## src/rhmw_pkg.sv

```systemverilog
// ----------------------------------------------------------------------------
// rhmw_pkg: shared definitions for the right-hand maze walker
// Command, status, heading and register codes, and the sequencer state type.
// ----------------------------------------------------------------------------
package rhmw_pkg;

  // Commands carried by an input beat
  localparam logic [1:0] CMD_WRITE   = 2'd0;
  localparam logic [1:0] CMD_STEP    = 2'd1;
  localparam logic [1:0] CMD_RESTART = 2'd2;

  // Result status codes
  localparam logic [2:0] STAT_IDLE       = 3'd0;
  localparam logic [2:0] STAT_MOVED      = 3'd1;
  localparam logic [2:0] STAT_SOLVED     = 3'd2;
  localparam logic [2:0] STAT_UNSOLVABLE = 3'd3;
  localparam logic [2:0] STAT_NO_MOVE    = 3'd4;

  // Headings
  localparam logic [1:0] HEAD_S = 2'd0;
  localparam logic [1:0] HEAD_E = 2'd1;
  localparam logic [1:0] HEAD_N = 2'd2;
  localparam logic [1:0] HEAD_W = 2'd3;

  // Register indexes (byte address / 4)
  localparam logic [2:0] REG_ROWS  = 3'd0;
  localparam logic [2:0] REG_COLS  = 3'd1;
  localparam logic [2:0] REG_SROW  = 3'd2;
  localparam logic [2:0] REG_SCOL  = 3'd3;
  localparam logic [2:0] REG_SHEAD = 3'd4;
  localparam logic [2:0] REG_GROW  = 3'd5;
  localparam logic [2:0] REG_GCOL  = 3'd6;

  // Sequencer states
  typedef enum logic [4:0] {
    ST_IDLE  = 5'b00001,
    ST_CHECK = 5'b00010,
    ST_PROBE = 5'b00100,
    ST_EVAL  = 5'b01000,
    ST_OUT   = 5'b10000
  } state_t;

endpackage

```

## src/right_hand_maze_walker.sv

```systemverilog
// ----------------------------------------------------------------------------
// right_hand_maze_walker: wall-following maze walker
// One-bit-per-cell maze memory and a small sequencer that probes the
// neighbours right, forward, left and back through one address/bounds unit.
//
//   channel | direction | handshake              | payload
//   in_     | input     | in_valid / in_ready    | command, cell_row, cell_col,
//           |           |                        | cell_open
//   out_    | output    | out_valid / out_ready  | pos_row, pos_col, heading,
//           |           |                        | status
//   APB     | input     | psel, penable, pready  | paddr, pwdata, prdata
//
// Write, restart, unknown command: accept, then result load.
// Step: accept, the check state, then for each probed neighbour (up to four)
// an address state and a registered read on the single memory read port,
// then the result load.
// in_ready is high only while the sequencer is idle; a finished result waits
// in the output register while the next beat is accepted, and the next result
// load stalls while that register is still full.
// Reset (synchronous) loads register defaults and the start walker; the maze
// memory is not cleared and must be written before it is read.
// ----------------------------------------------------------------------------
module right_hand_maze_walker #(
  parameter int MAX_ROWS = 16,
  parameter int MAX_COLS = 32
) (
  input  logic        clk,
  input  logic        rst_n,
  // input beats
  input  logic        in_valid,
  output logic        in_ready,
  input  logic [1:0]  in_command,
  input  logic [3:0]  in_cell_row,
  input  logic [4:0]  in_cell_col,
  input  logic        in_cell_open,
  // result beats
  output logic        out_valid,
  input  logic        out_ready,
  output logic [3:0]  out_pos_row,
  output logic [4:0]  out_pos_col,
  output logic [1:0]  out_heading,
  output logic [2:0]  out_status,
  // configuration
  input  logic        psel,
  input  logic        penable,
  input  logic        pwrite,
  input  logic [4:0]  paddr,
  input  logic [31:0] pwdata,
  output logic [31:0] prdata,
  output logic        pready
);
  import rhmw_pkg::*;

  localparam int ROW_AW = $clog2(MAX_ROWS);
  localparam int COL_AW = $clog2(MAX_COLS);
  localparam int WR_W   = (ROW_AW > 4) ? ROW_AW : 4;
  localparam int WC_W   = (COL_AW > 5) ? COL_AW : 5;
  localparam int NR_W   = WR_W + 1;
  localparam int NC_W   = WC_W + 1;
  localparam int DEPTH  = MAX_ROWS * MAX_COLS;
  localparam int ADDR_W = $clog2(DEPTH);

  // Configuration registers
  logic [4:0] rows_r;
  logic [5:0] cols_r;
  logic [3:0] srow_r;
  logic [4:0] scol_r;
  logic [1:0] shead_r;
  logic [3:0] grow_r;
  logic [4:0] gcol_r;

  // Control state
  state_t          state_r, state_nxt;
  logic [1:0]      k_r, k_nxt;
  logic [WR_W-1:0] wrow_r, wrow_nxt;
  logic [WC_W-1:0] wcol_r, wcol_nxt;
  logic [1:0]      whead_r, whead_nxt;
  logic            out_valid_r, out_valid_nxt;

  // Payload registers
  logic [2:0]      status_r, status_nxt;
  logic [NR_W-1:0] nr_r;
  logic [NC_W-1:0] nc_r;
  logic [1:0]      dir_r;
  logic            inb_r;
  logic [3:0]      out_row_r;
  logic [4:0]      out_col_r;
  logic [1:0]      out_head_r;
  logic [2:0]      out_stat_r;

  // Maze memory
  logic              maze_r [DEPTH];
  logic              mem_rd_r;
  logic              mem_we, mem_re;
  logic [ADDR_W-1:0] mem_waddr, mem_raddr;

  // Shared neighbour unit
  logic [1:0]      dir;
  logic [NR_W-1:0] nr;
  logic [NC_W-1:0] nc;
  logic            edge_wall, inb;

  logic in_fire, cfg_we, out_load, at_goal, back_at_start;

  assign pready   = 1'b1;
  assign cfg_we   = psel && penable && pwrite;
  assign in_ready = (state_r == ST_IDLE);
  assign in_fire  = in_valid && in_ready;

  // Configuration writes
  always_ff @(posedge clk) begin
    if (!rst_n) begin
      rows_r  <= 5'd13;
      cols_r  <= 6'd25;
      srow_r  <= 4'd1;
      scol_r  <= 5'd0;
      shead_r <= 2'd1;
      grow_r  <= 4'd5;
      gcol_r  <= 5'd24;
    end else if (cfg_we) begin
      unique case (paddr[4:2])
        REG_ROWS:  rows_r  <= pwdata[4:0];
        REG_COLS:  cols_r  <= pwdata[5:0];
        REG_SROW:  srow_r  <= pwdata[3:0];
        REG_SCOL:  scol_r  <= pwdata[4:0];
        REG_SHEAD: shead_r <= pwdata[1:0];
        REG_GROW:  grow_r  <= pwdata[3:0];
        REG_GCOL:  gcol_r  <= pwdata[4:0];
        default: ;
      endcase
    end
  end

  // Register read-back
  always_comb begin
    unique case (paddr[4:2])
      REG_ROWS:  prdata = {27'd0, rows_r};
      REG_COLS:  prdata = {26'd0, cols_r};
      REG_SROW:  prdata = {28'd0, srow_r};
      REG_SCOL:  prdata = {27'd0, scol_r};
      REG_SHEAD: prdata = {30'd0, shead_r};
      REG_GROW:  prdata = {28'd0, grow_r};
      REG_GCOL:  prdata = {27'd0, gcol_r};
      default:   prdata = 32'd0;
    endcase
  end

  // Neighbour in the probed direction: right of heading first, then on round
  always_comb begin
    dir       = whead_r + 2'd3 + k_r;
    nr        = {1'b0, wrow_r};
    nc        = {1'b0, wcol_r};
    edge_wall = 1'b0;
    unique case (dir)
      HEAD_S: nr = {1'b0, wrow_r} + NR_W'(1);
      HEAD_E: nc = {1'b0, wcol_r} + NC_W'(1);
      HEAD_N: begin
        edge_wall = (wrow_r == '0);
        nr        = {1'b0, wrow_r} - NR_W'(1);
      end
      default: begin
        edge_wall = (wcol_r == '0);
        nc        = {1'b0, wcol_r} - NC_W'(1);
      end
    endcase
    inb = !edge_wall
          && (32'(nr) < 32'(rows_r)) && (32'(nr) < MAX_ROWS)
          && (32'(nc) < 32'(cols_r)) && (32'(nc) < MAX_COLS);
  end

  assign mem_raddr = ADDR_W'(32'(nr) * MAX_COLS + 32'(nc));
  assign mem_re    = (state_r == ST_PROBE) && inb;
  assign mem_waddr = ADDR_W'(32'(in_cell_row) * MAX_COLS + 32'(in_cell_col));
  assign mem_we    = in_fire && (in_command == CMD_WRITE)
                     && (32'(in_cell_row) < MAX_ROWS) && (32'(in_cell_col) < MAX_COLS);

  // Maze memory: one write port, one registered read port
  always_ff @(posedge clk) begin
    if (mem_we) begin
      maze_r[mem_waddr] <= in_cell_open;
    end
    if (mem_re) begin
      mem_rd_r <= maze_r[mem_raddr];
    end
  end

  assign at_goal       = (wrow_r == WR_W'(grow_r)) && (wcol_r == WC_W'(gcol_r));
  assign back_at_start = (wrow_r == WR_W'(srow_r)) && (wcol_r == WC_W'(scol_r))
                         && (whead_r != shead_r);
  assign out_load      = (state_r == ST_OUT) && (!out_valid_r || out_ready);

  // Sequencer
  always_comb begin
    state_nxt     = state_r;
    k_nxt         = k_r;
    wrow_nxt      = wrow_r;
    wcol_nxt      = wcol_r;
    whead_nxt     = whead_r;
    status_nxt    = status_r;
    out_valid_nxt = out_valid_r;
    if (out_valid_r && out_ready) begin
      out_valid_nxt = 1'b0;
    end
    unique case (state_r)
      ST_IDLE: begin
        if (in_fire) begin
          status_nxt = STAT_IDLE;
          if (in_command == CMD_STEP) begin
            state_nxt = ST_CHECK;
          end else begin
            state_nxt = ST_OUT;
            if (in_command == CMD_RESTART) begin
              wrow_nxt  = WR_W'(srow_r);
              wcol_nxt  = WC_W'(scol_r);
              whead_nxt = shead_r;
            end
          end
        end
      end
      ST_CHECK: begin
        k_nxt = 2'd0;
        priority if (at_goal) begin
          status_nxt = STAT_SOLVED;
          state_nxt  = ST_OUT;
        end else if (back_at_start) begin
          status_nxt = STAT_UNSOLVABLE;
          state_nxt  = ST_OUT;
        end else begin
          state_nxt = ST_PROBE;
        end
      end
      ST_PROBE: begin
        state_nxt = ST_EVAL;
      end
      ST_EVAL: begin
        priority if (inb_r && mem_rd_r) begin
          wrow_nxt   = nr_r[WR_W-1:0];
          wcol_nxt   = nc_r[WC_W-1:0];
          whead_nxt  = dir_r;
          status_nxt = STAT_MOVED;
          state_nxt  = ST_OUT;
        end else if (k_r == 2'd3) begin
          status_nxt = STAT_NO_MOVE;
          state_nxt  = ST_OUT;
        end else begin
          k_nxt     = k_r + 2'd1;
          state_nxt = ST_PROBE;
        end
      end
      ST_OUT: begin
        if (out_load) begin
          out_valid_nxt = 1'b1;
          state_nxt     = ST_IDLE;
        end
      end
      default: state_nxt = ST_IDLE;
    endcase
  end

  // Control registers
  always_ff @(posedge clk) begin
    if (!rst_n) begin
      state_r     <= ST_IDLE;
      k_r         <= 2'd0;
      wrow_r      <= WR_W'(4'd1);
      wcol_r      <= WC_W'(5'd0);
      whead_r     <= HEAD_E;
      out_valid_r <= 1'b0;
    end else begin
      state_r     <= state_nxt;
      k_r         <= k_nxt;
      wrow_r      <= wrow_nxt;
      wcol_r      <= wcol_nxt;
      whead_r     <= whead_nxt;
      out_valid_r <= out_valid_nxt;
    end
  end

  // Payload registers: probe results and the result beat
  always_ff @(posedge clk) begin
    status_r <= status_nxt;
    if (state_r == ST_PROBE) begin
      nr_r  <= nr;
      nc_r  <= nc;
      dir_r <= dir;
      inb_r <= inb;
    end
    if (out_load) begin
      out_row_r  <= wrow_r[3:0];
      out_col_r  <= wcol_r[4:0];
      out_head_r <= whead_r;
      out_stat_r <= status_r;
    end
  end

  assign out_valid   = out_valid_r;
  assign out_pos_row = out_row_r;
  assign out_pos_col = out_col_r;
  assign out_heading = out_head_r;
  assign out_status  = out_stat_r;

  // Checks
  a_busy_after_accept: assert property (@(posedge clk) disable iff (!rst_n)
    in_valid && in_ready |=> !in_ready)
    else $error("input accepted while sequencer busy");

  a_last_probe_no_move: assert property (@(posedge clk) disable iff (!rst_n)
    (state_r == ST_EVAL) && (k_r == 2'd3) && !(inb_r && mem_rd_r)
    |=> (state_r == ST_OUT) && (status_r == STAT_NO_MOVE))
    else $error("fourth blocked probe did not report no move");

  a_heading_change_source: assert property (@(posedge clk) disable iff (!rst_n)
    $past(rst_n) && !$stable(whead_r)
    |-> $past(state_r == ST_EVAL)
        || $past(in_valid && in_ready && (in_command == CMD_RESTART)))
    else $error("heading changed outside a move or restart");

endmodule

```

## config.mk

```make
export PLATFORM = sky130hd
export DESIGN_NAME = right_hand_maze_walker
export DESIGN_NICKNAME = d
export VERILOG_FILES = /design/src/rhmw_pkg.sv /design/src/right_hand_maze_walker.sv
export SDC_FILE = /design/constraint.sdc
export NUM_CORES = 1
export LEC_CHECK = 0
export ABC_AREA = 1
export ABC_CLOCK_PERIOD_IN_PS = 5300
export BUFFER_PORTS_ARGS = -buffer_cell sky130_fd_sc_hd__buf_2
export CAP_MARGIN = 20
export CORE_MARGIN = 8
export CORE_UTILIZATION = 35
export CTS_CLUSTER_DIAMETER = 100
export DETAILED_ROUTE_END_ITERATION = 6
export PLACE_DENSITY = 0.51
export SLEW_MARGIN = 20
export SYNTH_ARGS = -nofsm -noshare
export SYNTH_HDL_FRONTEND = slang
export SYNTH_SLANG_ARGS = --single-unit
```

## constraint.sdc

```tcl
create_clock -name clk -period 5.3 [get_ports clk]
set_input_delay 0.53 -clock clk [delete_from_list [all_inputs] [get_ports clk]]
set_output_delay 0.53 -clock clk [all_outputs]
set_load 0.02 [all_outputs]
```

==> impl_metrics.yaml <==
global_route:
  grt_pass1_vias: 20340
  grt.total_usage_pct: 17.19
  grt-ovfl-total: 0
  antenna_found_initial: 0
  grt_max_degree: 198
  grt_pass1_wl_mm: 125.4
placed_design:
  dpl_worst_slack_ns: 1.141
  placed_cells: 4423
  hpwlAfterDp_mm: 46.46
  postPlaceCellArea_um2: 30750
  numPortBuffers: 49
  place_congestion: 0.8034
sta:
  min_period_ns: 4.186
  fmax_mhz: 238.9
  fin_setup_tns_ns: 0
  slew_headroom_pct: 25.44
  holdWs_ns: 0.2171
  finalHoldViolations: 0
  fin_worst_skew_ns: 0.02077
  rsz0062_at_grt: "false"
  fin_crit_sh_pct: 78.98
  fin_ws_ns: 1.114
  tightest_slew_ns: 1.114
  setup_violations: 0
  drv_slew: 0
logic_synthesis:
  yosys_warnings: 0
  synth_area_leaders: "edfxtp_1, nand2_1, nor2_1"
  syn_area_per_cell_um2: 8.772
  synthFlopType: "edfxtp_1"
  synth.distinct_cells: 44
  yosysTopAreaCell: "edfxtp_1"
  netlist_area_um2: 29670
  synth_seq_area_share_pct: 58.23
  synth.top_cell.area_share_pct: 54.86
  yosys_register_bits: 592
  synth_edf_count: 542
  async_flop_share_pct: 0
  synth_cells: 3382
clock_network:
  cts-hold-fix-buffers: 0
  cts_tree: "built"
  h-tree-depth: 3
  cts_buffers: 69
  cts-root-buf: "clkbuf_16"
  cts.clk_slew.worst_paths_ns: 0.06
  clock_latency_ns: 0.62
  cts_sinks: 592
  post_cts_resized: 0
  cts_setup_buffers: 0
  cts_buffer_depth: 3
setup_path:
  critical_path.top_delay_family: "simple AND/OR/NAND/NOR gates"
  crit_required_ns: 5.64
  worstPathArrival_ns: 4.52
  crit_type: "reg -> reg"
  cpMaxStageDelayCell: "dfxtp_1"
  start_kind: "flop"
  critPathMaxFanout: 8
  path_buf_inv: 7
  max_stage_delay_ns: 0.41
  critical_path.cell_chain: "inv_1 -> ha_1 -> inv_1 -> nand2_1 -> nand2_1 -> inv_1 -> nor2_1 -> inv_1 -> ha_1 -> nand3_1 -> nand3_1 -> a21oi_1 -> inv_1 -> a21oi_1 -> nor2_1 -> nor2_1 -> ha_1 -> inv_1 -> buf_4 -> nand3_1 -> nand3_1 -> nand3_1 -> nand3_1 -> nand2_1"
  crit_path_end_kind: "flop"
power:
  p_int_mw: 8.495
  p_leak_nw: 13.07
  p_sw_mw: 4.029
  p_clk_share_pct: 35.7
  swShare_pct: 32.17
  power_mw: 12.52
  power.share.sequential_pct: 41.3
  ir_drop_mv: 0.2293
  power_density_nw_per_um2: 381.5
  p_comb_share_pct: 23.0
detailed_routing:
  ant_nets: 0
  dr.pass1.iters: 5
  wl_mm: 82.39
  first_iter_violations: 1755
  drc: 0
  via_count: 21790
  via_per_inst: 4.794
  wl_per_cell_um: 18.12
run_status:
  outcome: "complete, no violations"
finish:
  layout_common_cells: "nand2_1, nor2_1, edfxtp_1, inv_1, nand3_1"
  final_nets: 3435
  fin_cells: 4546
  area_delta_synth_final_pct: 10.65
  final_cell_area_um2: 32830
  layout_commonest_cell: "nand2_1"
  antenna_cells: 0
  final_util_pct: 39.17
  drive_above_1_share_pct: 8.177
floorplanning:
  num_rows: 106
  ioPinCount: 105
  die_w_um: 307.1
  die_h_um: 307.1
  start_util_pct: 35.40
  die_area_um2: 94340
  core_um2: 83820
job:
  cap_viol_max_count: 0
worst_hold_path:
  hold_class: "in -> reg"
## Yosys cell counts (3+ instances only)
master and n:
a211oi_1 3, a21oi_1 26, a221oi_1 4, a22oi_1 3, a31oi_1 10, buf_1 9, buf_2 76, buf_4 36
buf_6 51, clkbuf_1 57, dfxtp_1 50, edfxtp_1 542, ha_1 18, inv_1 454, inv_2 5, nand2_1 881
nand2_2 19, nand3_1 374, nand4_1 6, nor2_1 564, nor2_2 37, nor2_4 5, nor3_1 17, nor4_1 3
o2111ai_1 3, o211ai_1 17, o21ai_0 49, o21ai_1 28, o22ai_1 4, xnor2_1 4, xor2_1 11
## power groups by stage
| stage | clock (mW) | combinational [mW] | sequential (mW) |
|---|---|---|---|
| 2_1_floorplan | 0 | 1.86 | 5.25 |
| 3_3_place_gp | 0 | 2.89 | 5.27 |
| 3_5_place_dp | 0 | 2.90 | 5.27 |
| 4_1_cts | 4.58 | 2.91 | 5.17 |
| 5_1_grt | 4.74 | 3.21 | 5.17 |
| 6_report | 4.47 | 2.88 | 5.17 |
## worst reg2reg max path: cells and delay by family (launching register included)
family	cells	cell delay [ns]
flip-flops	1	0.41
adder cells (fa/ha/maj)	3	0.96
buffers and inverters	7	0.74
AND/OR/NAND/NOR	12	1.51
AO/OA/AOI/OAI	2	0.30
## registers in the layout (all words and copies together) (netlist names), 4 cells and up
| register | cells |
|---|---|
| scol_r | 5 |
| srow_r | 4 |
| maze_r | 512 |
| nc_r | 5 |
| gcol_r | 5 |
| grow_r | 4 |
| state_r | 5 |
| out_pos_col | 5 |
| rows_r | 5 |
| nr_r | 4 |
| wcol_r | 5 |
| wrow_r | 4 |
| out_pos_row | 4 |
| cols_r | 6 |
## area by class of cell
cell class                      count  area, um^2
Tap cell                         1134        1419
Sequential cell                   592       17280
Fill cell                        8635       50990
Inverter                          460        1732
Multi-Input combinational cell   2126        9346
Clock buffer                       83        1779
Timing Repair Buffer              111       980.9
Clock inverter                     40       295.3
## path summary, 6_finish.rpt
kind | cells past startpoint | to | from | slack, ns
min | 4 | out_valid | out_ready | 0.22
max reg2reg | 24 | mem_rd_r | whead_r[0] | 1.11
min reg2reg | 0 | out_status[2] | status_r[2] | 0.42
max | 24 | mem_rd_r | whead_r[0] | 1.11
## layer usage
layer	vias to the layer above	track usage, %	wire length, um
met4	0	4.328	1867
li1	10690	-	-
met2	503	28.23	38050
met5	-	0	0
met1	10490	23.92	38370
met3	113	2.330	4102
## cell families (layout without fill, tap and decap cells)
logic type      count (synthesis)  after routing  synth area share [%]
simple gates                 1910           1910                 26.59
fa+ha+maj                      19             19                0.8266
flops                         592            592                 58.23
buf+inv                       689            694                 10.79
xor+xnor                       15             15                0.4428
other cells                     2             27               0.02531
compound gates                155            155                 3.091
No activity file was read; power rests on OpenSTA's default activity.
